===== config.mk =====
export PLATFORM = sky130hd
export DESIGN_NAME = ldlt_delta
export DESIGN_NICKNAME = d
export VERILOG_FILES = /design/src/design/ldlt_pkg.sv /design/src/design/ldlt_delta.sv
export SDC_FILE = /design/constraint.sdc
export NUM_CORES = 2
export LEC_CHECK = 0
export BUFFER_PORTS_ARGS = -buffer_cell sky130_fd_sc_hd__clkbuf_2
export CAP_MARGIN = 20
export CORE_MARGIN = 2
export CORE_UTILIZATION = 50
export DETAILED_ROUTE_END_ITERATION = 6
export PLACE_DENSITY = 0.72
export SKIP_LAST_GASP = 1
export SYNTH_ARGS = -nofsm -noshare
export SYNTH_HDL_FRONTEND = slang
export SYNTH_SLANG_ARGS = --single-unit

===== constraint.sdc =====
create_clock -name clk -period 35.5 [get_ports clk]
set_clock_uncertainty 0.1 [all_clocks]
set_input_delay 8.875 -clock clk [delete_from_list [all_inputs] [get_ports clk]]
set_output_delay 8.875 -clock clk [all_outputs]
set_load 0.02 [all_outputs]

===== src/design/ldlt_pkg.sv =====
// ----------------------------------------------------------------------------
// ldlt_pkg
// Shared types, register map and constants of the load degradation tracker.
// ----------------------------------------------------------------------------
package ldlt_pkg;

  // fixed field widths
  localparam int IN_TICK_BITS = 64;
  localparam int PCT_BITS     = 7;
  localparam int PERSIST_BITS = 8;
  localparam int LEVEL_BITS   = 2;
  localparam int APB_ADDR_BITS = 5;
  localparam int APB_DATA_BITS = 32;

  // parameter defaults
  localparam int TICK_WIDTH_DEFAULT = 64;
  localparam int RUN_WIDTH_DEFAULT  = 8;

  // register indexes (byte address is four times the index)
  localparam logic [2:0] REG_HIGH_THR = 3'd0;
  localparam logic [2:0] REG_MID_THR  = 3'd1;
  localparam logic [2:0] REG_LOW_THR  = 3'd2;
  localparam logic [2:0] REG_REC_THR  = 3'd3;
  localparam logic [2:0] REG_PERSIST  = 3'd4;

  // register reset values
  localparam logic [PCT_BITS-1:0]     HIGH_THR_RESET = 7'd95;
  localparam logic [PCT_BITS-1:0]     MID_THR_RESET  = 7'd85;
  localparam logic [PCT_BITS-1:0]     LOW_THR_RESET  = 7'd70;
  localparam logic [PCT_BITS-1:0]     REC_THR_RESET  = 7'd60;
  localparam logic [PERSIST_BITS-1:0] PERSIST_RESET  = 8'd10;

  // busy share is scaled by this before comparing against threshold * all
  localparam logic [PCT_BITS-1:0] PERCENT_SCALE = 7'd100;

  // degradation levels
  localparam logic [LEVEL_BITS-1:0] LEVEL_NORMAL = 2'd0;
  localparam logic [LEVEL_BITS-1:0] LEVEL_LOW    = 2'd1;
  localparam logic [LEVEL_BITS-1:0] LEVEL_MID    = 2'd2;
  localparam logic [LEVEL_BITS-1:0] LEVEL_HIGH   = 2'd3;

  typedef struct packed {
    logic [PCT_BITS-1:0]     high_thr;
    logic [PCT_BITS-1:0]     mid_thr;
    logic [PCT_BITS-1:0]     low_thr;
    logic [PCT_BITS-1:0]     rec_thr;
    logic [PERSIST_BITS-1:0] persist;
  } cfg_t;

endpackage


===== src/design/ldlt_delta.sv =====
// ----------------------------------------------------------------------------
// ldlt_delta
// Input stage: keeps the previous sample and registers busy and all deltas.
// ----------------------------------------------------------------------------
module ldlt_delta
  import ldlt_pkg::*;
#(
  parameter int TICK_WIDTH = TICK_WIDTH_DEFAULT
) (
  input  logic                  clk,
  input  logic                  rst,
  input  logic                  adv,
  input  logic                  in_valid,
  input  logic [TICK_WIDTH-1:0] user_ticks,
  input  logic [TICK_WIDTH-1:0] nice_ticks,
  input  logic [TICK_WIDTH-1:0] system_ticks,
  input  logic [TICK_WIDTH-1:0] idle_ticks,
  output logic                  out_valid,
  output logic                  live,
  output logic [TICK_WIDTH-1:0] busy,
  output logic [TICK_WIDTH-1:0] all_ticks
);

  logic [TICK_WIDTH-1:0] prev_user;
  logic [TICK_WIDTH-1:0] prev_nice;
  logic [TICK_WIDTH-1:0] prev_system;
  logic [TICK_WIDTH-1:0] prev_idle;
  logic [TICK_WIDTH-1:0] busy_next;
  logic [TICK_WIDTH-1:0] all_next;
  logic                  have_base;
  logic                  take;

  assign take = adv && in_valid;

  // wrapping deltas against the stored sample
  always_comb begin
    busy_next = (user_ticks - prev_user) + (nice_ticks - prev_nice)
              + (system_ticks - prev_system);
    all_next  = busy_next + (idle_ticks - prev_idle);
    have_base = |{prev_user, prev_nice, prev_system, prev_idle};
  end

  // stage valid
  always_ff @(posedge clk) begin
    if (rst) begin
      out_valid <= 1'b0;
    end else if (adv) begin
      out_valid <= in_valid;
    end
  end

  // previous sample, cleared so the first sample only sets the baseline
  always_ff @(posedge clk) begin
    if (rst) begin
      prev_user   <= '0;
      prev_nice   <= '0;
      prev_system <= '0;
      prev_idle   <= '0;
    end else if (take) begin
      prev_user   <= user_ticks;
      prev_nice   <= nice_ticks;
      prev_system <= system_ticks;
      prev_idle   <= idle_ticks;
    end
  end

  // stage payload
  always_ff @(posedge clk) begin
    if (take) begin
      busy      <= busy_next;
      all_ticks <= all_next;
      live      <= have_base && (all_next != '0);
    end
  end

endmodule


### Word level (Yosys, flattened, before mapping)

Cells that the tools add are included.

* register bits after elaboration: 386
* output and inout bits: 130
* logic and storage cells: 19

* add/sub/neg operators: 7
* reductions and logical operators: 4

Operator list (count)
* 256-bit OR reduction: 1
* 64-bit subtractor: 4
* 64-bit adder: 3
* 64-bit nonzero test: 1
* 1-bit logical AND: 2

### Logic depth before layout (Yosys ltp)

* depth after elaboration: 6
* gate-level depth with buffers: 37
* depth with buffers taken out: 36

### Least setup slack after synthesis

Ideal clock, no wire load.

* path type: input to register
* from: in nice_ticks[1]
* to: reg live (data pin)
* arrival time: 17.298 ns
* data required time: 35.136 ns
* setup slack: 17.838 ns
* stages on the path: 37
* buffers on the path: 1
* path through: inv_1 -> fa_1 -> inv_1 -> fa_1 -> inv_1 -> fa_1 -> inv_1 -> ha_1 -> fa_1 -> a211oi_1 -> o21ai_0 -> a31oi_1 -> o21ai_0 -> a21boi_0 -> o21bai_1 -> a21oi_1 -> o21bai_1 -> a21oi_1 -> o21bai_1 -> a21o_1 -> xnor2_1 -> fa_1 -> inv_1 -> ha_1 -> clkbuf_8 -> a21o_1 -> a21o_1 -> a21oi_1 -> nand2_1 -> a31oi_1 -> xnor2_1 -> or4_1 -> or4_1 -> nor4b_2 -> nand4_1 -> or4b_1 -> o41a_1

* cells in the longest elaborated chain, start to end: 6

RTL lines
* start: declaration: RTL line ldlt_delta.sv:15 `input logic [TICK_WIDTH-1:0] nice_ticks,`
* 64-bit subtractor: RTL line ldlt_delta.sv:37 `busy_next = (user_ticks - prev_user) + (nice_ticks - prev_nice)`
* 64-bit adder: RTL line ldlt_delta.sv:37
* 64-bit adder: RTL line ldlt_delta.sv:38 `+ (system_ticks - prev_system);`
* 64-bit adder: RTL line ldlt_delta.sv:39 `all_next = busy_next + (idle_ticks - prev_idle);`
* via all_next[34]: RTL line ldlt_delta.sv:29 `logic [TICK_WIDTH-1:0] all_next;`
* 64-bit nonzero test: RTL line ldlt_delta.sv:72 `live <= have_base && (all_next != '0);`
* 1-bit logical AND: RTL line ldlt_delta.sv:72
* end signal: assignment: RTL line ldlt_delta.sv:72
* end: declaration: RTL line ldlt_delta.sv:19 `output logic live,`

The timed path passes the listed nets, and every way through them passes these cells.
A chain may end at the register's enable or synchronous reset.

### Worst setup path in the final report

Same ends and word-level chain as after synthesis.

==> results.sh <==
export IMPL_outcome="finished clean"
export IMPL_crit_path_start_kind="input pin"
export IMPL_firstDrtPassIters=5
export IMPL_critPathTopFamily="compound AO/OA/AOI/OAI gates"
export IMPL_nFillCells=5299
export IMPL_synth_cell_types=75
export IMPL_cts_root_buf="clkbuf_16"
export IMPL_rows=88
export IMPL_core_area_sq_um=57600
export IMPL_yosys_warnings=0
export IMPL_vias_per_cell=5.35
export IMPL_port_buffers=389
export IMPL_final_nets=4353
export IMPL_critPathBufInv=7
export IMPL_endpoint_kind="flop"
export IMPL_slew_headroom_pct=24.9
export IMPL_synth_ff_type="dfxtp_1"
export IMPL_grt_pass1_wl_mm=135
export IMPL_yosysTopAreaCell="fa_1"
export IMPL_synth_edf_count=129
export IMPL_insertion_delay_ns=0.59
export IMPL_clock_sinks=386
export IMPL_htree_levels=2
export IMPL_drv_cap=0
export IMPL_rsz0062_at_grt="false"
export IMPL_slowest_stage="or4bb_2"
export IMPL_dp_hpwl_mm=71.3
export IMPL_cts_hold_buf=0
export IMPL_synth_most_common_cell="inv_1"
export IMPL_grt_total_usage_pct=29.4
export IMPL_synth_area_sq_um=29100
export IMPL_die_w_microns=245
export IMPL_dieArea_sq_um=60100
export IMPL_grt_ovfl_total=0
export IMPL_antenna_found_initial=15
export IMPL_synth_top_cells_by_area="fa_1 (22%), dfxtp_1 (18%), edfxtp_1 (13%)"
export IMPL_worst_pin_slew_ns=1.13
export IMPL_syn_num_nets=4023
export IMPL_critPathRequiredTime_ns=35.74
export IMPL_drive_above_1_share_pct=13.6
export IMPL_fmax_mhz=53.6
export IMPL_clkTransAtPathRegs_ns=0.06
export IMPL_seq_area_frac_synth_pct=31.0
export IMPL_layout_worst_path_cycle_share_pct=52.6
export IMPL_slowest_delay_ns=0.63
export IMPL_ctsResizeCount=0
export IMPL_initialDrtViolationCount=1787
export IMPL_wl_per_cell_microns=19.8
export IMPL_hold_viol_final=0
export IMPL_arrival_ns=18.90
export IMPL_avgSynthCellArea_sq_um=8.76
export IMPL_drtAntennaViolNets=0
export IMPL_grt_max_degree=173
export IMPL_syn_inst=3321
export IMPL_die_height_microns=245
export IMPL_drc_errors=0
export IMPL_hold_path_class="flop to flop"
export IMPL_vias=23825
export IMPL_setup_viol=0
export IMPL_drt_wl_total_mm=88.4
export IMPL_finalCriticalPeriod_ns=18.66
export IMPL_postCtsSetupBuffers=0
export IMPL_grt_pass1_vias=23272
export IMPL_cts_buffers=45
export IMPL_clock_path_buffers=3
export IMPL_cts_tree="done"
export IMPL_async_reset_ff_share_pct=0
export IMPL_ios=390
export IMPL_yosys_area_top_type_share_pct=21.6
export IMPL_place_gp_congestion=0.953
export IMPL_ys_ff_latch=386
export IMPL_slew_viol_final=0
export IMPL_initial_utilization_pct=50.5
export IMPL_area_growth_pct=14.1
export IMPL_synth_common_cells="inv_1 (684), nand2_1 (588), a21oi_1 (382)"
export IMPL_setup_tns_final_ns=0
export IMPL_worstPathMaxFanout=7
export IMPL_path_class="input pin to flop"
==> flip-flops by register name, summed over array words and instances, names as in the netlist <==
name	flops
out_valid	1
prev_nice	64
busy	64
live	1
all_ticks	64
prev_user	64
prev_system	64
prev_idle	64
==> worst register-to-register path: cells and delay by family (launching register included) <==
family	cells	cell delay, ns
xor+xnor	1	0.42
simple gates	7	2.25
compound gates	13	3.83
buf+inv	5	0.40
flops	1	0.36
fa+ha+maj	7	2.94
==> placed cells by master, fill, tap and decap left out, types with 5 or more instances in the layout <==
| master | count |
|---|---|
| a21oi_1 | 382 |
| o21ai_0 | 64 |
| o21a_1 | 13 |
| nor3_1 | 16 |
| nand2_1 | 587 |
| inv_1 | 684 |
| clkbuf_16 | 47 |
| o31ai_1 | 8 |
| and4_1 | 5 |
| clkbuf_8 | 7 |
| nand3_1 | 25 |
| nand2b_1 | 11 |
| nor4_1 | 72 |
| a221o_1 | 5 |
| nor2_1 | 54 |
| clkbuf_1 | 5 |
| nor2b_1 | 12 |
| dfxtp_1 | 257 |
| o211ai_1 | 10 |
| or4_1 | 8 |
| xnor2_1 | 85 |
| diode_2 | 10 |
| clkbuf_2 | 388 |
| and3_1 | 15 |
| buf_4 | 10 |
| a31oi_1 | 19 |
| edfxtp_1 | 129 |
| fa_1 | 314 |
| o21bai_1 | 19 |
| a31o_2 | 8 |
| a211oi_1 | 18 |
| ha_1 | 128 |
| xor2_1 | 52 |
| a21o_1 | 91 |
| nand4_1 | 34 |
==> kinds of logic (layout without fill, tap and decap cells) <==
logic type	after synthesis	in the layout	synth area share, %
buffers and inverters	802	1163	10.4
and+or+nand+nor	862	862	13.1
AOI/OAI and AO/OA	692	692	14.3
adders and majority gates	442	442	27.1
xor gates and xnor gates	137	137	4.12
DFF	386	386	31.0
other	0	10	0
==> metal layers <==
metal	GRT usage [%]	vias to the layer above	wire length, microns
li1	-	11379	-
met1	40.8	11448	38700
met2	47.1	852	40800
met3	5.47	134	6490
met4	8.54	12	2290
met5	0	-	80
==> per-stage QoR <==
stage	cells	utilization [%]	hold slack [ns]	instance area (sq um)	setup slack, ns
after global routing	4455	57.7	0.388	33200	16.13
after detailed placement	4369	55.0	0.362	31700	16.36
final	4457	57.7	0.371	33200	16.84
after global placement	4369	55.0	0.358	31700	16.45
after floorplan	3321	-	0.349	29100	17.84
after CTS	4447	57.6	0.370	33200	16.89
==> final timing paths <==
kind	start	end	slack (ns)	cells past startpoint
max reg2reg	prev_user[1]	live	24.95	33
max	nice_ticks[1]	live	16.84	35
min reg2reg	prev_system[18]	prev_system[18]	0.37	2
min	prev_system[18]	prev_system[18]	0.37	2
==> final cells by class <==
| type | instances | area, sq um | area share, % |
|---|---|---|---|
| Clock buffer | 58 | 1280 | 3.85 |
| Multi-Input combinational cell | 2133 | 17100 | 51.4 |
| Tap cell | 765 | 957 | 2.88 |
| Antenna cell | 10 | 25.0 | 0.0754 |
| Timing Repair Buffer | 400 | 2050 | 6.18 |
| Clock inverter | 20 | 238 | 0.716 |
| Inverter | 685 | 2580 | 7.77 |
| Sequential cell | 386 | 9020 | 27.2 |
Power is left out: the tool's default activity adds up to more than one toggle a clock period on the data nets, which glitch-free logic cannot reach.
