[config.mk]
export PLATFORM = sky130hd
export DESIGN_NAME = ldlt_regs
export DESIGN_NICKNAME = d
export VERILOG_FILES = /design/src/design/ldlt_pkg.sv /design/src/design/ldlt_regs.sv
export SDC_FILE = /design/constraint.sdc
export NUM_CORES = 1
export LEC_CHECK = 0
export ABC_AREA = 1
export ABC_CLOCK_PERIOD_IN_PS = 2060
export BUFFER_PORTS_ARGS = -buffer_cell sky130_fd_sc_hd__buf_2
export CAP_MARGIN = 20
export CORE_MARGIN = 10
export CORE_UTILIZATION = 40
export CTS_CLUSTER_DIAMETER = 120
export CTS_CLUSTER_SIZE = 8
export DETAILED_ROUTE_END_ITERATION = 6
export PLACE_DENSITY = 0.78
export SYNTH_ARGS = -nofsm -noshare
export SYNTH_HDL_FRONTEND = slang
export SYNTH_SLANG_ARGS = --single-unit
[constraint.sdc]
create_clock -name clk -period 2.06 [get_ports clk]
set_clock_uncertainty 0.05 [all_clocks]
set_input_delay 0.412 -clock clk [delete_from_list [all_inputs] [get_ports clk]]
set_output_delay 0.412 -clock clk [all_outputs]
set_load 0.01 [all_outputs]
[src/design/ldlt_pkg.sv]
// ----------------------------------------------------------------------------
// ldlt_pkg
// Shared types, register map and constants of the load degradation tracker.
// ----------------------------------------------------------------------------
package ldlt_pkg;

  // fixed field widths
  localparam int IN_TICK_BITS = 64;
  localparam int PCT_BITS     = 7;
  localparam int PERSIST_BITS = 8;
  localparam int LEVEL_BITS   = 2;
  localparam int APB_ADDR_BITS = 5;
  localparam int APB_DATA_BITS = 32;

  // parameter defaults
  localparam int TICK_WIDTH_DEFAULT = 64;
  localparam int RUN_WIDTH_DEFAULT  = 8;

  // register indexes (byte address is four times the index)
  localparam logic [2:0] REG_HIGH_THR = 3'd0;
  localparam logic [2:0] REG_MID_THR  = 3'd1;
  localparam logic [2:0] REG_LOW_THR  = 3'd2;
  localparam logic [2:0] REG_REC_THR  = 3'd3;
  localparam logic [2:0] REG_PERSIST  = 3'd4;

  // register reset values
  localparam logic [PCT_BITS-1:0]     HIGH_THR_RESET = 7'd95;
  localparam logic [PCT_BITS-1:0]     MID_THR_RESET  = 7'd85;
  localparam logic [PCT_BITS-1:0]     LOW_THR_RESET  = 7'd70;
  localparam logic [PCT_BITS-1:0]     REC_THR_RESET  = 7'd60;
  localparam logic [PERSIST_BITS-1:0] PERSIST_RESET  = 8'd10;

  // busy share is scaled by this before comparing against threshold * all
  localparam logic [PCT_BITS-1:0] PERCENT_SCALE = 7'd100;

  // degradation levels
  localparam logic [LEVEL_BITS-1:0] LEVEL_NORMAL = 2'd0;
  localparam logic [LEVEL_BITS-1:0] LEVEL_LOW    = 2'd1;
  localparam logic [LEVEL_BITS-1:0] LEVEL_MID    = 2'd2;
  localparam logic [LEVEL_BITS-1:0] LEVEL_HIGH   = 2'd3;

  typedef struct packed {
    logic [PCT_BITS-1:0]     high_thr;
    logic [PCT_BITS-1:0]     mid_thr;
    logic [PCT_BITS-1:0]     low_thr;
    logic [PCT_BITS-1:0]     rec_thr;
    logic [PERSIST_BITS-1:0] persist;
  } cfg_t;

endpackage

[src/design/ldlt_regs.sv]
// ----------------------------------------------------------------------------
// ldlt_regs
// APB register file holding thresholds and persistence count.
// ----------------------------------------------------------------------------
module ldlt_regs
  import ldlt_pkg::*;
(
  input  logic                     clk,
  input  logic                     rst,
  input  logic                     psel,
  input  logic                     penable,
  input  logic                     pwrite,
  input  logic [APB_ADDR_BITS-1:0] paddr,
  input  logic [APB_DATA_BITS-1:0] pwdata,
  output logic [APB_DATA_BITS-1:0] prdata,
  output logic                     pready,
  output cfg_t                     cfg
);

  logic [2:0] reg_idx;
  logic       wr_en;

  assign reg_idx = paddr[APB_ADDR_BITS-1:2];
  assign wr_en   = psel && penable && pwrite;
  assign pready  = 1'b1;

  // register writes
  always_ff @(posedge clk) begin
    if (rst) begin
      cfg.high_thr <= HIGH_THR_RESET;
      cfg.mid_thr  <= MID_THR_RESET;
      cfg.low_thr  <= LOW_THR_RESET;
      cfg.rec_thr  <= REC_THR_RESET;
      cfg.persist  <= PERSIST_RESET;
    end else if (wr_en) begin
      case (reg_idx)
        REG_HIGH_THR: cfg.high_thr <= pwdata[PCT_BITS-1:0];
        REG_MID_THR:  cfg.mid_thr  <= pwdata[PCT_BITS-1:0];
        REG_LOW_THR:  cfg.low_thr  <= pwdata[PCT_BITS-1:0];
        REG_REC_THR:  cfg.rec_thr  <= pwdata[PCT_BITS-1:0];
        REG_PERSIST:  cfg.persist  <= pwdata[PERSIST_BITS-1:0];
        default: ;
      endcase
    end
  end

  // read mux
  always_comb begin
    case (reg_idx)
      REG_HIGH_THR: prdata = APB_DATA_BITS'(cfg.high_thr);
      REG_MID_THR:  prdata = APB_DATA_BITS'(cfg.mid_thr);
      REG_LOW_THR:  prdata = APB_DATA_BITS'(cfg.low_thr);
      REG_REC_THR:  prdata = APB_DATA_BITS'(cfg.rec_thr);
      REG_PERSIST:  prdata = APB_DATA_BITS'(cfg.persist);
      default:      prdata = '0;
    endcase
  end

endmodule

-- Yosys cells after proc, flatten, opt, wreduce, memory -nomap -nowiden
Cells that the tools add are included.
- flip-flop bits (word level): 36
- output and inout port bits: 69
- bits of input ports: 42
- reduce and logical (&&, ||, !) cells: 8
- muxes and demuxes: 1
- eq/ne operators: 4
- operators with widths (kind ; number):
    $pmux W8 S5 ; 1
    $reduce_and A2 Y1 ; 5
    $eq A3 B2 Y1 const B ; 2
    $eq A3 B1 Y1 const B ; 1
    $eq A3 B3 Y1 const B ; 1
    $logic_not A3 Y1 ; 1
    $logic_and A1 B1 Y1 ; 2

-- Depth between registers and ports, before layout
Gate-level depths: netlist of the first run.
- depth after elaboration: 3
- mapped depth: 8

-- Worst setup path after synthesis of the first run
Ideal clock, no wire load.
- path kind: input port to output port
- from: input paddr[4]
- to: output prdata[6]
- slack: 0.424 ns
- data arrival time: 1.174 ns
- buffers on the path: 3
- stages: 8
- data required time: 1.598 ns
- cell sequence: buf_4 > inv_6 > buf_6 > buf_6 > nand4_1 > nand2_1 > nor2_1 > nand2_1
- word-level cells in the longest chain between the ends: 2
- ends and longest elaborated chain (item ; RTL line ; text):
    from (decl) ; ldlt_regs.sv:13 ; input logic [APB_ADDR_BITS-1:0] paddr,
    $eq A3 B3 Y1, or another cell as far along ; ldlt_regs.sv:49 ; case (reg_idx)
    $pmux W8 S5 (*) ; ldlt_regs.sv:49 ;
    to (decl) ; ldlt_regs.sv:15 ; output logic [APB_DATA_BITS-1:0] prdata,
Mark *: on every way between the ends. The rest lies on a longest branch, timed or not.

-- Worst setup path in the final report of the first run
Same ends and word-level chain as after synthesis.

==> flow_metrics.env, run 1 <==
export IMPL_r2r_start="cfg[30]$_SDFFE_PP1P_"
export IMPL_cts_buffers=5
export IMPL_grt_usage=0.145
export IMPL_synth_top_area_share=0.348
export IMPL_p_leak_nw=1.29
export IMPL_drt_pass1_iter_count=4
export IMPL_yosysWarningCount=0
export IMPL_wl_met3_microns=554
export IMPL_gp_congestion=0.909
export IMPL_setup_tns_ps=0
export IMPL_wire_per_inst_microns=14.1
export IMPL_post_cts_resized=0
export IMPL_grt_pass1_wl_microns=10100
export IMPL_min_from="pwdata[5]"
export IMPL_avgSynthCellArea_sq_um=6.73
export IMPL_r2r_cells=2
export IMPL_insertion_delay_ps=290
export IMPL_area_growth_pct=17.3
export IMPL_path_class="in2out"
export IMPL_outcome="finished, final reports clean"
export IMPL_num_rows=26
export IMPL_grt_pass1_vias=2046
export IMPL_yosysUniqueCellTypes=21
export IMPL_synth_top_cell_by_area="dfxtp_1"
export IMPL_die_w_microns=92.0
export IMPL_postCtsHoldBufs=0
export IMPL_final_layout_size_suffix_gt1_frac=0.262
export IMPL_regToRegSetupSlack_ps=1380
export IMPL_synthTopCellsByArea="dfxtp_1 35%, nand2_1 17%, buf_4 11%"
export IMPL_max_freq_mhz=562
export IMPL_port_buffers=59
export IMPL_synthFlopType="dfxtp_1"
export IMPL_diodes=0
export IMPL_cp_max_fo=24
export IMPL_drtAntennaViolNets=0
export IMPL_dieArea_sq_um=8460
export IMPL_start_util=0.408
export IMPL_regMostFlops="cfg"
export IMPL_rsz0062_at_grt="no"
export IMPL_die_h_microns=92.0
export IMPL_fin_cells=440
export IMPL_largest_reg_flops=36
export IMPL_core_area_sq_um=5070
export IMPL_htreeDepth=2
export IMPL_finalMaxSlewViolations=0
export IMPL_synth_seq_cells=36
export IMPL_cts_tree="built"
export IMPL_grt_antenna_before_repair=0
export IMPL_grt_overflow=0
export IMPL_finalWirelength_microns=6190
export IMPL_synth_edff_count=0
export IMPL_vias_per_cell=4.73
export IMPL_clock_sinks=36
export IMPL_fin_crit_sh=0.864
export IMPL_critPathLaunchType="input port"
export IMPL_place_inst=432
export IMPL_wl_met1_microns=2620
export IMPL_worst_ep_required_time_ps=1600
export IMPL_power_density_nw_per_um2=602
export IMPL_clk_path_buf_depth=2
export IMPL_finalSetupViolCount=0
export IMPL_pin_count=111
export IMPL_grt_max_degree=37
export IMPL_r2r_end="cfg[30]$_SDFFE_PP1P_"
export IMPL_wl_met2_microns=2870
export IMPL_worst_setup_path_end_kind="output port"
export IMPL_hp_class="in2reg"
export IMPL_dp_hpwl_microns=4720
export IMPL_period_minus_slack_ps=1780
export IMPL_yosysMostFrequentCell="nand2_1"
export IMPL_synthCells=308
export IMPL_hold_viol=0
export IMPL_async_flop_share=0
export IMPL_root_buffer="clkbuf_8"
export IMPL_ys_seq_area_frac=0.348
export IMPL_hold_path_cell_count=3
export IMPL_arrival_ps=1320
export IMPL_synth_area_sq_um=2070
export IMPL_irDropWorstVdd_mv=0.301
export IMPL_fin_hold_ws_ps=296
export IMPL_max_cap_viol_count=0
export IMPL_vias=2080
export IMPL_drt_iter0_drc=185
export IMPL_drc=0
export IMPL_postCtsSetupRepairBufs=0
export IMPL_relSlewSlack=0.336
export IMPL_holdPathEnd="cfg[13]$_SDFFE_PP1P_"
export IMPL_top_regs="cfg x36"
export IMPL_synth_common_cells="94 x nand2_1, 45 x nor2_1, 44 x nand3_1, 36 x dfxtp_1, 30 x buf_4"
export IMPL_cts_clk_slew_worst_paths_ps=70
export IMPL_finalNetCount=411
export IMPL_top_layer="met4"
export IMPL_worstMarginPinSlew_ps=990
[through the flow]
| stage | power (mW) | util | instance area [sq um] | setup WS [ps] |
|---|---|---|---|---|
| 6_report | 1.46 | 0.479 | 2430 | 279 |
| 3_3_place_gp | 0.940 | 0.461 | 2340 | 296 |
| 5_1_grt | 1.52 | 0.479 | 2430 | 172 |
| 4_1_cts | 1.47 | 0.479 | 2430 | 281 |
| 3_5_place_dp | 0.943 | 0.461 | 2340 | 279 |
| 2_1_floorplan | 0.905 | - | 2160 | 424 |
[worst max-delay path by stage]
stage | from | end | slack (ps)
after floorplan | paddr[4] | prdata[6] | 420
after global placement | paddr[2] | prdata[6] | 300
after detailed placement | paddr[4] | prdata[6] | 280
after CTS | paddr[4] | prdata[6] | 280
after global routing | paddr[4] | prdata[2] | 170
final | paddr[4] | prdata[6] | 280
[critical path: stages]
cell and delay [ps]:
buf_2 170, inv_6 200, nand2_1 90, nor2_2 110, nand2_1 60, nand2_1 60, inv_1 30, nand2_1 50
buf_2 130
[layout by cell type (no fill, tap or decap), types with 2 or more instances in the layout]
cell | synthesis | routed
nand4_1 | 11 | 11
dfxtp_1 | 36 | 36
nand3_2 | 2 | 2
nand3_4 | 2 | 2
buf_4 | 30 | 8
nor2_4 | 4 | 4
nand2_1 | 94 | 94
inv_2 | 3 | 3
conb_1 | 2 | 25
nand2_2 | 3 | 3
nor2_2 | 5 | 5
inv_1 | 17 | 17
clkinv_2 | 0 | 2
nor2_1 | 45 | 45
clkbuf_8 | 0 | 6
buf_2 | 1 | 59
nand3_1 | 44 | 44
[layout make-up]
type	instances	area, sq um
inverters	22	87.6
well taps	70	87.6
clock buffers	6	82.6
repair buffers	67	355
flip-flops and latches	36	721
clock inverters	2	10.0
multi-input cells	237	1090
fillers	557	2650
[logic make-up (layout without fill, tap and decap cells)]
| kind of cell | after synthesis | in the layout | share of synthesized area |
|---|---|---|---|
| DFF | 36 | 36 | 0.348 |
| and+or+nand+nor | 212 | 212 | 0.479 |
| other | 2 | 25 | 0.00362 |
| buffers and inverters | 58 | 97 | 0.170 |
[power breakdown]
part	internal [mW]	leakage, nW	switching [mW]
sequential	0.705	0.291	0.00724
clock	0.267	0.0510	0.265
combinational	0.0652	0.952	0.153
[routing by layer]
layer / global-route usage / vias to the layer above
li1: - / 1040
met1: 0.168 / 947
met5: 0 / -
met3: 0.0579 / 12
met4: 0.0668 / 0
met2: 0.231 / 81
Power figures use the tool's default switching activity.
==> inputs of run 2 (changes only) <==
--- a/config.mk
+++ b/config.mk
@@ -10,11 +10,12 @@
 export BUFFER_PORTS_ARGS = -buffer_cell sky130_fd_sc_hd__buf_2
 export CAP_MARGIN = 20
 export CORE_MARGIN = 10
-export CORE_UTILIZATION = 40
+export CORE_UTILIZATION = 45
 export CTS_CLUSTER_DIAMETER = 120
 export CTS_CLUSTER_SIZE = 8
 export DETAILED_ROUTE_END_ITERATION = 6
-export PLACE_DENSITY = 0.78
+export PLACE_DENSITY = 0.85
 export SYNTH_ARGS = -nofsm -noshare
 export SYNTH_HDL_FRONTEND = slang
 export SYNTH_SLANG_ARGS = --single-unit
+export TNS_END_PERCENT = 1
==> run 2 against run 1 <==
Hold slack better by 24 ps. Power decreased by 0.90%. Worst setup slack got worse by 37 ps. First-iteration DRC count shrank 24%. Register-to-register slack barely moved. Die area fell by 8.7%. Final cell count is 4.1% lower. Critical path depth down 1. Sequential share of layout area grew 0.31 points. Global-route usage is 0.32 points higher. Clock power down 2%. Largest cell class unchanged.
==> flow_metrics.env, run 2 (synthesis gave the netlist of run 1 again) <==
export IMPL_area_growth_pct=16.1
export IMPL_vias=2077
export IMPL_regMostFlops="cfg"
export IMPL_grt_pass1_wl_microns=9240
export IMPL_insertion_delay_ps=290
export IMPL_postCtsSetupRepairBufs=0
export IMPL_max_freq_mhz=550
export IMPL_finalWirelength_microns=5970
export IMPL_final_common_cell="nand2_1"
export IMPL_critPathLaunchType="input port"
export IMPL_grt_usage=0.149
export IMPL_fin_hold_ws_ps=320
export IMPL_grt_antenna_before_repair=0
export IMPL_hp_class="in2reg"
export IMPL_postCtsHoldBufs=0
export IMPL_dp_hpwl_microns=4740
export IMPL_die_h_microns=87.9
export IMPL_max_cap_viol_count=0
export IMPL_wl_met2_microns=2840
export IMPL_root_buffer="clkbuf_8"
export IMPL_drc=0
export IMPL_finalMaxSlewViolations=0
export IMPL_worst_ep_required_time_ps=1600
export IMPL_vias_per_cell=4.92
export IMPL_final_layout_size_suffix_gt1_frac=0.257
export IMPL_final_cell_mix="94 x nand2_1, 59 x buf_2, 45 x nor2_1, 44 x nand3_1, 36 x dfxtp_1"
export IMPL_diodes=0
export IMPL_path_class="in2out"
export IMPL_cp_max_fo=11
export IMPL_fin_crit_sh=0.882
export IMPL_rsz0062_at_grt="no"
export IMPL_top_regs="cfg x36"
export IMPL_wl_met3_microns=742
export IMPL_period_minus_slack_ps=1820
export IMPL_gp_congestion=0.894
export IMPL_grt_max_degree=37
export IMPL_top_layer="met4"
export IMPL_pin_count=111
export IMPL_port_buffers=59
export IMPL_clk_path_buf_depth=2
export IMPL_num_rows=24
export IMPL_dieArea_sq_um=7720
export IMPL_drtAntennaViolNets=0
export IMPL_p_leak_nw=1.29
export IMPL_cts_clk_slew_worst_paths_ps=70
export IMPL_start_util=0.469
export IMPL_cts_buffers=5
export IMPL_arrival_ps=1360
export IMPL_clock_sinks=36
export IMPL_cts_tree="built"
export IMPL_fillers=448
export IMPL_fin_total_pwr_mw=1.45
export IMPL_setup_tns_ps=0
export IMPL_finalSetupViolCount=0
export IMPL_finalNetCount=411
export IMPL_relSlewSlack=0.353
export IMPL_largest_reg_flops=36
export IMPL_wl_met1_microns=2320
export IMPL_wire_per_inst_microns=14.2
export IMPL_hold_viol=0
export IMPL_grt_overflow=0
export IMPL_worstMarginPinSlew_ps=965
export IMPL_grt_pass1_vias=1950
export IMPL_drt_iter0_drc=140
export IMPL_design_area_sq_um=2400
export IMPL_drt_pass1_iter_count=4
export IMPL_worst_setup_path_end_kind="output port"
export IMPL_die_w_microns=87.9
export IMPL_outcome="finished, final reports clean"
export IMPL_htreeDepth=2
export IMPL_irDropWorstVdd_mv=0.284
export IMPL_core_area_sq_um=4410
export IMPL_power_density_nw_per_um2=602
export IMPL_post_cts_resized=0
export IMPL_placed_area_sq_um=2310
-- run 2: cell count changes in the layout (fill, tap and decap cells not counted), sizes merged --
cell / previous run / this run
clkbuf: 6 / 8
clkinv: 3 / 1
-- run 2: area by class of cell --
class	count	area [sq um]	area share
Sequential cell	36	721	0.300
Clock buffer	8	90.1	0.0375
Multi-Input combinational cell	237	1090	0.452
Tap cell	52	65.1	0.0271
Inverter	22	87.6	0.0364
Timing Repair Buffer	67	355	0.148
-- run 2: per-stage QoR --
stage / setup WS [ps] / util / instances
global route: 135 / 0.545 / 422
floorplan: 424 / - / 331
finish: 243 / 0.545 / 422
detailed placement: 251 / 0.524 / 414
CTS: 250 / 0.545 / 422
global placement: 260 / 0.524 / 414
-- run 2: routing by layer --
| layer | GRT usage | vias to the layer above |
|---|---|---|
| met2 | 0.250 | 79 |
| met5 | 0 | - |
| li1 | - | 1044 |
| met1 | 0.168 | 946 |
| met3 | 0.0650 | 8 |
| met4 | 0.0377 | 0 |
-- run 2: final timing paths --
kind / startpoint / end / slack, ps / cells after the start
worst max-delay path: paddr[2] / prdata[3] / 240 / 8
worst min-delay path: pwdata[5] / cfg[13]$_SDFFE_PP1P_ / 320 / 3
worst max register to register: cfg[31]$_SDFFE_PP1P_ / cfg[31]$_SDFFE_PP1P_ / 1390 / 2
worst min register to register: cfg[12]$_SDFFE_PP1P_ / cfg[12]$_SDFFE_PP1P_ / 430 / 2
-- run 2: worst max-delay path: stages --
cell	delay, ps
buf_2	230
nor2_2	60
buf_4	170
nand3_1	80
nand2_1	60
nor2_1	130
nand2_1	70
buf_2	140
-- run 2: power by group --
group / internal [mW] / leakage (nW) / switching (mW)
clock: 0.273 / 0.0455 / 0.246
combinational: 0.0655 / 0.951 / 0.152
sequential: 0.705 / 0.291 / 0.00703
total: 1.04 / 1.29 / 0.406
