$ cat src/design/ldlt_pkg.sv
// ----------------------------------------------------------------------------
// ldlt_pkg
// Shared types, register map and constants of the load degradation tracker.
// ----------------------------------------------------------------------------
package ldlt_pkg;

  // fixed field widths
  localparam int IN_TICK_BITS = 64;
  localparam int PCT_BITS     = 7;
  localparam int PERSIST_BITS = 8;
  localparam int LEVEL_BITS   = 2;
  localparam int APB_ADDR_BITS = 5;
  localparam int APB_DATA_BITS = 32;

  // parameter defaults
  localparam int TICK_WIDTH_DEFAULT = 64;
  localparam int RUN_WIDTH_DEFAULT  = 8;

  // register indexes (byte address is four times the index)
  localparam logic [2:0] REG_HIGH_THR = 3'd0;
  localparam logic [2:0] REG_MID_THR  = 3'd1;
  localparam logic [2:0] REG_LOW_THR  = 3'd2;
  localparam logic [2:0] REG_REC_THR  = 3'd3;
  localparam logic [2:0] REG_PERSIST  = 3'd4;

  // register reset values
  localparam logic [PCT_BITS-1:0]     HIGH_THR_RESET = 7'd95;
  localparam logic [PCT_BITS-1:0]     MID_THR_RESET  = 7'd85;
  localparam logic [PCT_BITS-1:0]     LOW_THR_RESET  = 7'd70;
  localparam logic [PCT_BITS-1:0]     REC_THR_RESET  = 7'd60;
  localparam logic [PERSIST_BITS-1:0] PERSIST_RESET  = 8'd10;

  // busy share is scaled by this before comparing against threshold * all
  localparam logic [PCT_BITS-1:0] PERCENT_SCALE = 7'd100;

  // degradation levels
  localparam logic [LEVEL_BITS-1:0] LEVEL_NORMAL = 2'd0;
  localparam logic [LEVEL_BITS-1:0] LEVEL_LOW    = 2'd1;
  localparam logic [LEVEL_BITS-1:0] LEVEL_MID    = 2'd2;
  localparam logic [LEVEL_BITS-1:0] LEVEL_HIGH   = 2'd3;

  typedef struct packed {
    logic [PCT_BITS-1:0]     high_thr;
    logic [PCT_BITS-1:0]     mid_thr;
    logic [PCT_BITS-1:0]     low_thr;
    logic [PCT_BITS-1:0]     rec_thr;
    logic [PERSIST_BITS-1:0] persist;
  } cfg_t;

endpackage

$ cat src/design/ldlt_band.sv
// ----------------------------------------------------------------------------
// ldlt_band
// Band stage: picks the band, runs the persistence counters, holds the result.
// ----------------------------------------------------------------------------
module ldlt_band
  import ldlt_pkg::*;
#(
  parameter int TICK_WIDTH = TICK_WIDTH_DEFAULT,
  parameter int RUN_WIDTH  = RUN_WIDTH_DEFAULT,
  localparam int PROD_WIDTH = TICK_WIDTH + PCT_BITS,
  localparam int CMP_WIDTH  = (RUN_WIDTH > PERSIST_BITS) ? RUN_WIDTH : PERSIST_BITS
) (
  input  logic                    clk,
  input  logic                    rst,
  input  logic                    adv,
  input  logic                    in_valid,
  input  logic                    in_live,
  input  logic [PROD_WIDTH-1:0]   busy_scaled,
  input  logic [PROD_WIDTH-1:0]   high_prod,
  input  logic [PROD_WIDTH-1:0]   mid_prod,
  input  logic [PROD_WIDTH-1:0]   low_prod,
  input  logic [PROD_WIDTH-1:0]   rec_prod,
  input  logic [PERSIST_BITS-1:0] persist,
  output logic                    out_valid,
  output logic [LEVEL_BITS-1:0]   out_level,
  output logic                    out_baseline_only,
  output logic [LEVEL_BITS-1:0]   current_level,
  output logic [3:0]              run_active
);

  localparam logic [RUN_WIDTH-1:0] RUN_MAX = {RUN_WIDTH{1'b1}};

  logic [RUN_WIDTH-1:0]  run [4];
  logic [RUN_WIDTH-1:0]  run_sel;
  logic [RUN_WIDTH-1:0]  run_inc;
  logic [RUN_WIDTH-1:0]  run_new;
  logic [LEVEL_BITS-1:0] sel;
  logic [LEVEL_BITS-1:0] level_next;
  logic                  hit;
  logic                  reach;
  logic                  take;

  assign take = adv && in_valid;

  // band select, highest band first
  always_comb begin
    hit = in_live;
    sel = LEVEL_NORMAL;
    if (busy_scaled > high_prod) begin
      sel = LEVEL_HIGH;
    end else if (busy_scaled > mid_prod) begin
      sel = LEVEL_MID;
    end else if (busy_scaled > low_prod) begin
      sel = LEVEL_LOW;
    end else if (busy_scaled < rec_prod) begin
      sel = LEVEL_NORMAL;
    end else begin
      hit = 1'b0;
    end
  end

  // saturating count and persistence check for the chosen band
  always_comb begin
    run_sel    = run[sel];
    run_inc    = (run_sel == RUN_MAX) ? run_sel : run_sel + 1'b1;
    reach      = CMP_WIDTH'(run_inc) >= CMP_WIDTH'(persist);
    run_new    = reach ? RUN_WIDTH'(persist) : run_inc;
    level_next = (hit && reach) ? sel : current_level;
  end

  // stage valid
  always_ff @(posedge clk) begin
    if (rst) begin
      out_valid <= 1'b0;
    end else if (adv) begin
      out_valid <= in_valid;
    end
  end

  // tracker state
  always_ff @(posedge clk) begin
    if (rst) begin
      current_level <= LEVEL_NORMAL;
      for (int j = 0; j < 4; j++) begin
        run[j] <= '0;
      end
    end else if (take && hit) begin
      current_level <= level_next;
      for (int j = 0; j < 4; j++) begin
        run[j] <= (LEVEL_BITS'(j) == sel) ? run_new : '0;
      end
    end
  end

  // result register
  always_ff @(posedge clk) begin
    if (take) begin
      out_level         <= level_next;
      out_baseline_only <= !in_live;
    end
  end

  // nonzero counter flags
  always_comb begin
    for (int j = 0; j < 4; j++) begin
      run_active[j] = (run[j] != '0);
    end
  end

endmodule

$ cat config.mk
export PLATFORM = sky130hd
export DESIGN_NAME = ldlt_band
export DESIGN_NICKNAME = d
export VERILOG_FILES = /design/src/design/ldlt_pkg.sv /design/src/design/ldlt_band.sv
export SDC_FILE = /design/constraint.sdc
export NUM_CORES = 1
export LEC_CHECK = 0
export ABC_AREA = 1
export BUFFER_PORTS_ARGS = -buffer_cell sky130_fd_sc_hd__buf_2
export CORE_AREA = 5 5 170 188
export DETAILED_ROUTE_END_ITERATION = 6
export DIE_AREA = 0 0 175 193
export GPL_ROUTABILITY_DRIVEN = 0
export SETUP_SLACK_MARGIN = 0.3
export SLEW_MARGIN = 20
export SYNTH_ARGS = -nofsm -noshare
export SYNTH_HDL_FRONTEND = slang
export SYNTH_SLANG_ARGS = --single-unit
$ cat constraint.sdc
create_clock -name clk -period 5.65 [get_ports clk]
set_input_delay 0.565 -clock clk [delete_from_list [all_inputs] [get_ports clk]]
set_output_delay 0.565 -clock clk [all_outputs]
set_load 0.01 [all_outputs]
# ---- Word-level counts from Yosys, hierarchy flattened
# Memory sizes are Yosys's and may differ from the RTL's.
# Index checks and enable logic that the tools add are counted.
dict set report word_totals {
  register_bits 6
  mem_bits_rw 32
  input_bits 368
  output_inout_bits 10
  n_memories 1
}
dict set report classes {
  addsub 1
  n_lt_le_gt_ge 5
  eq_ne 4
  n_mux 23
  bitwise 4
  reduce_logical 9
}
# name words width rd rd_ports_with_merged_regs wr line
set mem_list {}
lappend mem_list {run 4 8 5 0 4 ldlt_band.sv:33} ;# logic [RUN_WIDTH-1:0] run [4];
# operator count
set op_table {}
lappend op_table {{> comparator 71 bit} 3}
lappend op_table {{two-way mux 8 bit} 10}
lappend op_table {{less-than comparator 71 bit} 1}
lappend op_table {{nonzero test 8 bit} 4}
lappend op_table {{two-way mux 1 bit} 10}
lappend op_table {{adder 8 x 1 -> 8 bit (second input constant)} 1}
lappend op_table {{== test 8 bit (second input constant)} 1}
lappend op_table {{>= comparator 8 bit} 1}
lappend op_table {{two-way mux 2 bit} 3}
lappend op_table {{== test 2 bit (first input constant)} 2}
lappend op_table {{bitwise OR 1 bit} 4}
lappend op_table {{logical AND 1 bit} 3}
lappend op_table {{== test 1 x 2 -> 1 bit (first input constant)} 1}
lappend op_table {{logical NOT 2 bit} 1}
lappend op_table {{logical NOT 1 bit} 1}

# ---- Logic depth before layout (Yosys ltp)
# Gate-level depths: netlist (run 1).
# An unclocked memory read counts as a cell.
dict set report depth {
  word_depth 11
  depth_mapped 42
}

# ---- Worst setup path after synthesis (run 1)
# Ideal clock, no wire load.
dict set report synth_path {
  path_type {in2reg}
  startpoint {input port low_prod[70]}
  endpoint {memory run[1][1] in the netlist's numbering (data pin)}
  setup_ns 0.263
  arrival_ns 4.193
  t_required_ns 5.387
  setup_slack_ns 1.194
  path_stages 32
  cell_sequence {inv_1 ha_1 nand2_1 nor2_2 nand2_1 nor2_2 nand2_1 nor2_2 nand2_1 nand3_2 nor2_1 nor2_8 nand2_8 nand2_8 nand2_1 nand2_1 nand3_2 inv_1 ha_1 nand2_1 nor2_4 nand2_2 buf_6 nand2_1 ha_1 a21oi_1 o21a_1 and3_1 buf_6 clkinv_1 o21ai_2 nor2_1}
}
# item line
set synth_rtl {}
lappend synth_rtl {{start, declared} ldlt_band.sv:21} ;# input logic [PROD_WIDTH-1:0] low_prod,
lappend synth_rtl {{end, declared} ldlt_band.sv:33}

# ---- Worst setup path in the final report (run 1)
dict set report layout_path {
  startpoint {input port busy_scaled[28]}
  endpoint {register current_level[1]}
}
dict set report layout_between {
  elab_chain_cells 10
  elab_cells_between_ends 19
}
# item line
set layout_lines {}
lappend layout_lines {{start, declared} ldlt_band.sv:18} ;# input logic [PROD_WIDTH-1:0] busy_scaled,
lappend layout_lines {{> comparator 71 bit} ldlt_band.sv:53} ;# end else if (busy_scaled > low_prod) begin
lappend layout_lines {{two-way mux 1 bit} ldlt_band.sv:53}
lappend layout_lines {{two-way mux 2 bit} ldlt_band.sv:51} ;# end else if (busy_scaled > mid_prod) begin
lappend layout_lines {{two-way mux 2 bit} ldlt_band.sv:49} ;# if (busy_scaled > high_prod) begin
lappend layout_lines {{memory (4 x 8 bit)} --}
lappend layout_lines {{adder 8 x 1 -> 8 bit / == test 8 bit (equally long branches)} ldlt_band.sv:65} ;# run_inc = (run_sel == RUN_MAX) ? run_sel : run_sel + 1'b1;
lappend layout_lines {{two-way mux 8 bit} ldlt_band.sv:65}
lappend layout_lines {{>= comparator 8 bit} ldlt_band.sv:66} ;# reach = CMP_WIDTH'(run_inc) >= CMP_WIDTH'(persist);
lappend layout_lines {{logical AND 1 bit} ldlt_band.sv:68} ;# level_next = (hit && reach) ? sel : current_level;
lappend layout_lines {{two-way mux 2 bit (*)} ldlt_band.sv:68}
lappend layout_lines {{via level_next[1]} ldlt_band.sv:38} ;# logic [LEVEL_BITS-1:0] level_next;
lappend layout_lines {{end signal, assigned} ldlt_band.sv:88} ;# current_level <= level_next;
lappend layout_lines {{end, declared} ldlt_band.sv:27} ;# output logic [LEVEL_BITS-1:0] current_level,
# The timed path passes the listed nets; every way through them passes the cells marked *.
# A chain may end at the register's enable or synchronous reset.

==> results of run 1 <==
per-stage QoR:
| stage | utilization (%) | worst slack (ns) | hold WS, ns | power [mW] |
|---|---|---|---|---|
| detailed placement | 41.97 | 0.08324 | 0.4612 | 1.338 |
| global placement | 41.97 | 0.1488 | 0.4471 | 1.318 |
| finish | 42.83 | 0.6793 | 0.4632 | 1.614 |
| global route | 42.80 | 0.2857 | 0.4933 | 1.779 |
| floorplan | - | 1.194 | 0.4766 | 0.9738 |
| CTS | 42.44 | 0.3613 | 0.4686 | 1.604 |
final cells by class:
class	instances	area [sq um]	share of cell area (%)
Clock inverter	3	16.27	0.1265
Tap cell	379	474.2	3.689
Antenna cell	10	25.02	0.1947
Timing Repair Buffer	384	1939	15.09
Timing Repair inverter	1	7.507	0.05841
Sequential cell	38	1111	8.644
Clock buffer	5	125.1	0.9734
Inverter	388	1463	11.38
Multi-Input combinational cell	1126	7692	59.85
how the worst max path moves through the flow:
stage,slack (ns),depth (start not counted),endpoint,start
2_1_floorplan,1.19,32,run[1][1],low_prod[70]
3_3_place_gp,0.15,30,run[1][1],busy_scaled[62]
3_5_place_dp,0.08,27,run[1][1],busy_scaled[62]
4_1_cts,0.36,31,current_level[1],busy_scaled[62]
5_1_grt,0.29,32,current_level[1],busy_scaled[32]
6_report,0.68,31,current_level[1],busy_scaled[28]
cells by family after synthesis:
| group | after synthesis |
|---|---|
| AO/OA/AOI/OAI | 195 |
| XOR/XNOR | 3 |
| flip-flops | 38 |
| buffers and inverters | 393 |
| AND/OR/NAND/NOR | 636 |
| adder cells (fa/ha/maj) | 292 |
power by group through the flow:
stage	clock network, mW	registers [mW]	logic [mW]
floorplan	0	0.338	0.636
global placement	0	0.340	0.977
detailed placement	0	0.341	0.997
CTS	0.267	0.335	1.00
global route	0.282	0.336	1.16
finish	0.266	0.335	1.01
placed cells by master, fill, tap and decap left out, types with 10 or more instances in the layout:
cell,Yosys,routed
inv_1,384,384
buf_2,1,377
nand2_1,375,373
ha_1,292,292
a21oi_1,125,125
nor2_1,115,112
nand4_1,35,35
edfxtp_1,35,35
nor2_2,24,25
nand3_1,25,25
o21ai_0,22,22
a21o_1,13,13
o21a_1,11,11
nor4_1,13,11
diode_2,0,10
timing repair:
action                                  4_1_cts  5_1_grt
hold buffers                                  0        0
resized for setup                             0       15
endpoints found under the setup margin        0       36
buffers inserted                              0        4
flip-flops by register name (all words and copies together), names as in the netlist:
signal and cells:
out_baseline_only 1, run 32, out_valid 1, current_level 2
out_level 2
metal layers:
metal,wire length (microns),GRT usage [%]
met3,1950,2.711
met5,13,0
met4,1107,6.830
met2,19140,40.28
met1,15160,23.94
worst max-delay path: cells and delay by family:
kind	cells	cell delay (ns)
AND/OR/NAND/NOR	19	2.48
adder cells (fa/ha/maj)	3	0.80
AO/OA/AOI/OAI	4	0.61
buffers and inverters	4	0.51
XOR/XNOR	1	0.21
==> flow_metrics.env, run 1 <==
export IMPL_path_max_fanout=25
export IMPL_clock_sinks=38
export IMPL_drt_first_pass_iters=5
export IMPL_io_buffers=377
export IMPL_p_sw_share_pct=44.97
export IMPL_num_fill_cells=3158
export IMPL_required_ns=5.88
export IMPL_fin_nets=2604
export IMPL_synth_most_common_cell="inv_1"
export IMPL_r2r_start="run[2][0]"
export IMPL_overflow=0
export IMPL_synth_area_top_cells="ha_1 36%, inv_1 14%, nand2_1 14%, edfxtp_1 10%, a21oi_1 6.1%"
export IMPL_synthFlopType="edfxtp_1"
export IMPL_ys_async_sr_fraction_pct=0
export IMPL_synth_warning_count=0
export IMPL_start_kind="input port"
export IMPL_rr_endpoint="current_level[1]"
export IMPL_drt_iter0_drc=432
export IMPL_synth_commonest_cells="384 x inv_1, 375 x nand2_1, 292 x ha_1"
export IMPL_clk_path_buf_depth=2
export IMPL_clock_skew_ns=0.002640
export IMPL_maxCapViolCount=0
export IMPL_min_delay_path_depth=2
export IMPL_synth_edf_count=35
export IMPL_track_usage_pct=20.93
export IMPL_fp_row_count=67
export IMPL_ff2ff_path_depth=20
export IMPL_hold_path_end="out_valid"
export IMPL_max_stage_delay_ns=0.32
export IMPL_pwr_share_seq_pct=20.7
export IMPL_coreArea_sq_um=30010
export IMPL_p_sw_mw=0.7258
export IMPL_antenna_found_initial=8
export IMPL_start_util_pct=34.19
export IMPL_period_share_pct=87.98
export IMPL_min_period_ns=4.971
export IMPL_die_w_microns=175
export IMPL_drive_above_1_share_pct=24.16
export IMPL_die_h_microns=193
export IMPL_clkPwrFrac_pct=16.5
export IMPL_placedCellCount=2311
export IMPL_postSynthAreaPerCell_sq_um=6.590
export IMPL_numCtsBuffers=5
export IMPL_vias=11002
export IMPL_wl_per_cell_microns=16.01
export IMPL_syn_num_nets=2217
export IMPL_critical_path_slowest_cell="ha_1"
export IMPL_setup_viol=0
export IMPL_synth_cells=1557
export IMPL_die_area_sq_um=33780
export IMPL_netlist_area_sq_um=10260
export IMPL_worst_slew_margin_rel_pct=49.30
export IMPL_rrSetupSlack_ns=2.43
export IMPL_critical_path_class="input port to flop"
export IMPL_synth_xor_area_share_pct=0.2561
export IMPL_synth_adder_area_share_pct=35.61
export IMPL_tns_ns=0
export IMPL_status="finished, final reports clean"
export IMPL_synth_yosys_seq_area_share_pct=10.83
export IMPL_hold_viol=0
export IMPL_clock_latency_ns=0.28
export IMPL_synth_top_family_by_area="adder cells"
export IMPL_viasPerCell=4.714
export IMPL_synth_top_area_share_pct=35.61
export IMPL_holdCritStartpoint="out_valid"
export IMPL_io_pins=378
export IMPL_drv_slew=0
export IMPL_grt_pass1_wl_mm=56.03
export IMPL_p_per_area_nw_per_um2=125.6
export IMPL_muxShareOfSynthArea_pct=0
export IMPL_cts_root_buf="clkbuf_16"
export IMPL_ys_ff_latch=38
export IMPL_peakVddDrop_mv=0.2332
export IMPL_total_leakage_power_nw=7.947
export IMPL_cpMostUsedCell="nand2_1"
export IMPL_tightest_slew_ns=0.7499
export IMPL_synth_simple_area_share_pct=27.76
export IMPL_clk_pin_slew_worst_paths_ns=0.05
export IMPL_antenna_left=0
export IMPL_cts_max_level=2
export IMPL_grt_max_degree=33
export IMPL_rsz0062_at_grt="no"
export IMPL_synth_compound_area_share_pct=10.84
export IMPL_dp_hpwl_mm=34.09
export IMPL_syn_to_final_growth_pct=25.27
export IMPL_final_cells=2334
export IMPL_cts_tree="done"
export IMPL_synth_top_area_cell="ha_1"
export IMPL_fmax_mhz=201.2
export IMPL_fin_area_sq_um=12850
export IMPL_crit_arrival_ns=5.20
export IMPL_first_global_vias=10964
export IMPL_p_comb_share_pct=62.8
export IMPL_ys_types=46
export IMPL_p_int_mw=0.8882
export IMPL_dpl_instance_area_sq_um=12590
export IMPL_drc_errors=0
export IMPL_drt_total_wl_mm=37.37
export IMPL_end_kind="flop"
export IMPL_min_path_type="flop to flop"
Note: power is estimated with default switching activity, not from simulation.
==> run 2: changes to the inputs <==
--- a/config.mk
+++ b/config.mk
@@ -7,10 +7,11 @@
 export LEC_CHECK = 0
 export ABC_AREA = 1
 export BUFFER_PORTS_ARGS = -buffer_cell sky130_fd_sc_hd__buf_2
-export CORE_AREA = 5 5 170 188
+export CORE_AREA = 5 5 141 170
 export DETAILED_ROUTE_END_ITERATION = 6
-export DIE_AREA = 0 0 175 193
+export DIE_AREA = 0 0 146 175
 export GPL_ROUTABILITY_DRIVEN = 0
+export PLACE_DENSITY = 0.79
 export SETUP_SLACK_MARGIN = 0.3
 export SLEW_MARGIN = 20
 export SYNTH_ARGS = -nofsm -noshare
==> constraint.sdc (replaced) <==
create_clock -name clk -period 4.5 [get_ports clk]
set_input_delay 0.45 -clock clk [delete_from_list [all_inputs] [get_ports clk]]
set_output_delay 0.45 -clock clk [all_outputs]
set_load 0.01 [all_outputs]
==> run 2 against run 1 <==
Effect of this change: clock skew about the same; sequential cell count did not move; sequential power grew 26%; non-clock buffer count increased by 151; first-iteration DRC count increased by 49%; clock power is 73% higher; count of clock-buffer cells in the layout unchanged; critical path type unchanged.
==> flow_metrics.env, run 2 (synthesis results as in run 1) <==
export IMPL_start_util_pct=46.33
export IMPL_clkPwrFrac_pct=16.9
export IMPL_post_route_util_pct=69.49
export IMPL_die_h_microns=175
export IMPL_crit_end="run[3][1]"
export IMPL_setup_viol=0
export IMPL_drt_first_pass_iters=5
export IMPL_critical_path_slowest_cell="ha_4"
export IMPL_cts_root_buf="clkbuf_16"
export IMPL_drt_iter0_drc=645
export IMPL_overflow=0
export IMPL_crit_arrival_ns=4.51
export IMPL_syn_to_final_growth_pct=49.98
export IMPL_antenna_found_initial=4
export IMPL_cpMostUsedCell="buf_6"
export IMPL_end_kind="flop"
export IMPL_maxCapViolCount=0
export IMPL_p_per_area_nw_per_um2=177.1
export IMPL_cts_max_level=2
export IMPL_drv_slew=0
export IMPL_die_w_microns=146
export IMPL_wl_per_cell_microns=17.57
export IMPL_p_int_mw=1.551
export IMPL_io_buffers=377
export IMPL_peakVddDrop_mv=0.3776
export IMPL_grt_max_degree=33
export IMPL_min_path_type="input port to flop"
export IMPL_track_usage_pct=29.61
export IMPL_rrSetupSlack_ns=1.37
export IMPL_hold_viol=0
export IMPL_worst_slew_margin_rel_pct=54.57
export IMPL_status="finished, final reports clean"
export IMPL_rr_endpoint="run[3][1]"
export IMPL_p_sw_mw=1.174
export IMPL_finalPower_mw=2.725
export IMPL_numCtsBuffers=5
export IMPL_fp_row_count=60
export IMPL_coreArea_sq_um=22150
export IMPL_period_share_pct=99.85
export IMPL_path_max_fanout=6
export IMPL_clk_path_buf_depth=2
export IMPL_dp_hpwl_mm=33.54
export IMPL_top_register="run"
export IMPL_drc_errors=0
export IMPL_required_ns=4.52
export IMPL_p_sw_share_pct=43.08
export IMPL_largestRegisters="run (32), current_level (2), out_level (2)"
export IMPL_ff2ff_path_depth=19
export IMPL_clock_latency_ns=0.28
export IMPL_critical_path_class="input port to flop"
export IMPL_rsz0062_at_grt="yes"
export IMPL_drt_total_wl_mm=41.84
export IMPL_min_period_ns=4.493
export IMPL_ctsHoldBuffers=0
export IMPL_r2r_start="run[2][0]"
export IMPL_clock_sinks=38
export IMPL_fin_nets=2756
export IMPL_fmax_mhz=222.6
export IMPL_start_kind="input port"
export IMPL_cts_tree="done"
export IMPL_mostFrequentLayoutCells="382 x inv_1, 353 x buf_2, 321 x nand2_1"
export IMPL_vias=12642
export IMPL_total_leakage_power_nw=8.927
export IMPL_viasPerCell=5.310
export IMPL_cp_startpoint="busy_scaled[70]"
export IMPL_drive_above_1_share_pct=37.34
export IMPL_die_area_sq_um=25550
export IMPL_grt_pass1_wl_mm=61.82
export IMPL_pwr_share_seq_pct=15.5
export IMPL_antenna_left=0
export IMPL_first_global_vias=12696
export IMPL_clk_pin_slew_worst_paths_ns=0.06
export IMPL_p_comb_share_pct=67.6
export IMPL_max_stage_delay_ns=0.28
export IMPL_clock_skew_ns=0.002179
export IMPL_largest_reg_flops=32
export IMPL_io_pins=378
export IMPL_layout_commonest_cell="inv_1"
export IMPL_tightest_slew_ns=0.6752
==> run 2: final cells by class <==
cell class	count	area, sq um
Multi-Input combinational cell	1127	8980
Sequential cell	38	1111
Timing Repair inverter	1	3.754
Tap cell	279	349.1
Antenna cell	5	12.51
Clock buffer	5	125.1
Clock inverter	3	68.82
Timing Repair Buffer	535	3273
Inverter	388	1466
Fill cell	1713	6756
==> run 2: routing by layer <==
metal | track usage (%) | wire (microns) | part of all wire [%] | vias up
met5 | 0 | 13 | 0.031 | -
met4 | 14.08 | 2415 | 5.8 | 2
met3 | 3.554 | 2781 | 6.6 | 207
met2 | 57.21 | 21660 | 52 | 654
met1 | 31.70 | 14960 | 36 | 5704
li1 | - | - | - | 6075
==> run 2: how the worst min path moves through the flow <==
stage	startpoint	cells after the start	to	slack, ns
after global routing	rst	2	out_valid	0.39
after CTS	rst	2	out_valid	0.37
after detailed placement	out_valid	2	out_valid	0.45
after global placement	out_valid	2	out_valid	0.45
after floorplan	out_valid	2	out_valid	0.48
final	rst	2	out_valid	0.38
==> run 2: critical path, delay by kind of cell <==
kind | cells | cell delay [ns]
simple gates | 17 | 2.21
buf+inv | 7 | 0.85
fa+ha+maj | 3 | 0.70
compound gates | 2 | 0.16
xor+xnor | 1 | 0.12
==> run 2: power by group through the flow <==
stage                     logic [mW]  clock network [mW]  registers [mW]
after floorplan                0.800                   0           0.425
after global placement          1.36                   0           0.427
after detailed placement        1.41                   0           0.428
after CTS                       1.63               0.459           0.421
after global routing            2.01               0.475           0.423
final                           1.84               0.459           0.422
==> run 2: per-stage QoR <==
stage | setup WS, ns | hold WS, ns | TNS, ns | std cells | instance area (sq um)
2_1_floorplan | 0.3033 | 0.4766 | 0 | 1557 | 10260
3_3_place_gp | -0.3330 | 0.4452 | -10.32 | 2328 | 13360
3_5_place_dp | -0.3797 | 0.4489 | -12.19 | 2328 | 13360
4_1_cts | 0.2859 | 0.3705 | 0 | 2361 | 14690
5_1_grt | -0.2571 | 0.3852 | -6.298 | 2379 | 15380
6_report | 0.006819 | 0.3759 | 0 | 2381 | 15390
==> run 2: timing repair <==
action	4_1_cts	5_1_grt
pin swaps	68	67
resized for setup	175	104
buffers inserted	24	14
cloned	1	1
endpoints found under the setup margin	36	36
==> run 3: changes to the inputs <==
--- a/config.mk
+++ b/config.mk
@@ -7,9 +7,9 @@
 export LEC_CHECK = 0
 export ABC_AREA = 1
 export BUFFER_PORTS_ARGS = -buffer_cell sky130_fd_sc_hd__buf_2
-export CORE_AREA = 5 5 141 170
+export CORE_AREA = 3 3 109 215
 export DETAILED_ROUTE_END_ITERATION = 6
-export DIE_AREA = 0 0 146 175
+export DIE_AREA = 0 0 112 218
 export GPL_ROUTABILITY_DRIVEN = 0
 export PLACE_DENSITY = 0.79
 export SETUP_SLACK_MARGIN = 0.3
==> constraint.sdc (replaced) <==
create_clock -name clk -period 4.5 [get_ports clk]
set_input_delay 0.9 -clock clk [delete_from_list [all_inputs] [get_ports clk]]
set_output_delay 0.9 -clock clk [all_outputs]
set_load 0.01 [all_outputs]
==> run 3 against run 2 <==
Effect of this change: the run now ends with negative setup slack left; worst setup slack worse by 0.45 ns; register-to-register slack gained 0.05 ns; routed wire length is 5.3% higher; sequential share of layout area is 0.18 points lower; global-route usage increased by 2.6 points; critical path type unchanged; sequential cell count is the same; hold slack improved by 0.086 ns; cell area rose by 2.6%; fmax decreased by 9.1%; highest routed layer is now met4.
==> flow_metrics.env, run 3 (synthesis results as in run 1) <==
export IMPL_status="finished with violations"
export IMPL_violations="negative setup slack"
export IMPL_drt_total_wl_mm=44.07
export IMPL_die_h_microns=218
export IMPL_cts_root_buf="clkbuf_16"
export IMPL_critical_path_slowest_cell="and3_4"
export IMPL_wl_per_cell_microns=18.56
export IMPL_post_route_util_pct=71.54
export IMPL_syn_to_final_growth_pct=53.82
export IMPL_drt_iter0_drc=634
export IMPL_viasPerCell=5.377
export IMPL_cts_max_level=2
export IMPL_maxCapViolCount=0
export IMPL_mostFrequentLayoutCells="351 x inv_1, 349 x buf_2, 305 x nand2_1"
export IMPL_start_util_pct=46.51
export IMPL_antenna_left=0
export IMPL_crit_arrival_ns=4.97
export IMPL_first_global_vias=12969
export IMPL_fp_row_count=77
export IMPL_grt_max_degree=33
export IMPL_period_share_pct=109.8
export IMPL_finalPower_mw=2.836
export IMPL_required_ns=4.53
export IMPL_drv_slew=0
export IMPL_io_pins=378
export IMPL_min_path_type="flop to flop"
export IMPL_path_max_fanout=5
export IMPL_ctsHoldBuffers=0
export IMPL_peakVddDrop_mv=0.3904
export IMPL_clk_pin_slew_worst_paths_ns=0.06
export IMPL_tns_ns=-13.79
export IMPL_clock_sinks=38
export IMPL_placedCellCount=2339
export IMPL_fin_area_sq_um=15780
export IMPL_io_buffers=377
export IMPL_min_period_ns=4.941
export IMPL_max_stage_delay_ns=0.32
export IMPL_start_kind="input port"
export IMPL_regArea_sq_um=1111
export IMPL_overflow=0
export IMPL_drc_errors=0
export IMPL_vias=12765
export IMPL_top_register="run"
export IMPL_cts_tree="done"
export IMPL_die_w_microns=112
export IMPL_numCtsBuffers=5
export IMPL_pre_cts_ws_ns=-1.017
export IMPL_drt_first_pass_iters=5
export IMPL_clk_path_buf_depth=2
export IMPL_grt_pass1_wl_mm=62.27
export IMPL_total_leakage_power_nw=8.904
export IMPL_holdWs_ns=0.4622
export IMPL_drive_above_1_share_pct=41.18
export IMPL_multiInputGateArea_sq_um=9403
export IMPL_p_per_area_nw_per_um2=179.7
export IMPL_coreArea_sq_um=22060
export IMPL_dpl_instance_area_sq_um=13860
export IMPL_clock_latency_ns=0.30
export IMPL_fmax_mhz=202.4
export IMPL_largest_reg_flops=32
export IMPL_layout_commonest_cell="inv_1"
export IMPL_setup_viol=36
export IMPL_rsz0062_at_grt="yes"
export IMPL_num_fill_cells=1625
export IMPL_tightest_slew_ns=0.6061
export IMPL_critical_path_class="input port to flop"
export IMPL_cpMostUsedCell="nand2_1"
export IMPL_clock_skew_ns=0.005831
export IMPL_final_cells=2374
export IMPL_fin_nets=2752
export IMPL_hold_viol=0
export IMPL_end_kind="flop"
export IMPL_die_area_sq_um=24420
export IMPL_fin_ws_ns=-0.4413
export IMPL_dp_hpwl_mm=35.03
export IMPL_antenna_found_initial=5
export IMPL_worst_slew_margin_rel_pct=59.22
export IMPL_track_usage_pct=32.23
export IMPL_largestRegisters="run (32), current_level (2), out_level (2)"
run 3: path summary, 6_finish.rpt:
path	slack, ns	end	cells past startpoint	start
worst max register to register	1.42	run[0][0]	17	run[1][0]
worst min-delay path	0.46	out_valid	2	out_valid
worst max-delay path	-0.44	run[3][2]	30	busy_scaled[18]
worst min register to register	0.46	out_valid	2	out_valid
run 3: metal layers:
metal  wire length, microns  share of wire [%]  vias to the layer above  track usage, %
met5                      0                  0                        -               0
met4                   4280                9.7                        0           25.83
met3                   2443                5.5                      250           3.804
met2                  23540                 53                      597           63.40
li1                       -                  -                     6073               -
met1                  13800                 31                     5845           28.51
run 3: power breakdown:
group          switching [mW]  internal (mW)
Combinational            1.09          0.846
Sequential             0.0151          0.408
Clock                   0.159          0.319
run 3: final cells by class:
| class | count | share of cell area [%] |
|---|---|---|
| multi-input cells | 1128 | 59.57 |
| repair buffers | 530 | 20.34 |
| diodes | 5 | 0.07927 |
| inverters | 388 | 9.449 |
| repair inverters | 1 | 0.1031 |
| clock inverters | 3 | 0.4360 |
| flip-flops and latches | 38 | 7.039 |
| well taps | 276 | 2.188 |
| clock buffers | 5 | 0.7927 |
run 3: critical path, delay by kind of cell:
family	cells	cell delay, ns
AND/OR/NAND/NOR	16	1.77
AO/OA/AOI/OAI	7	1.08
adder cells (fa/ha/maj)	2	0.46
buffers and inverters	5	0.76
run 3: what timing repair did:
| action | CTS | global route |
|---|---|---|
| gates resized for setup | 195 | 113 |
| endpoints found under the setup margin | 36 | 68 |
| cloned | 3 | 0 |
| setup buffers | 11 | 8 |
| pin swaps | 54 | 55 |
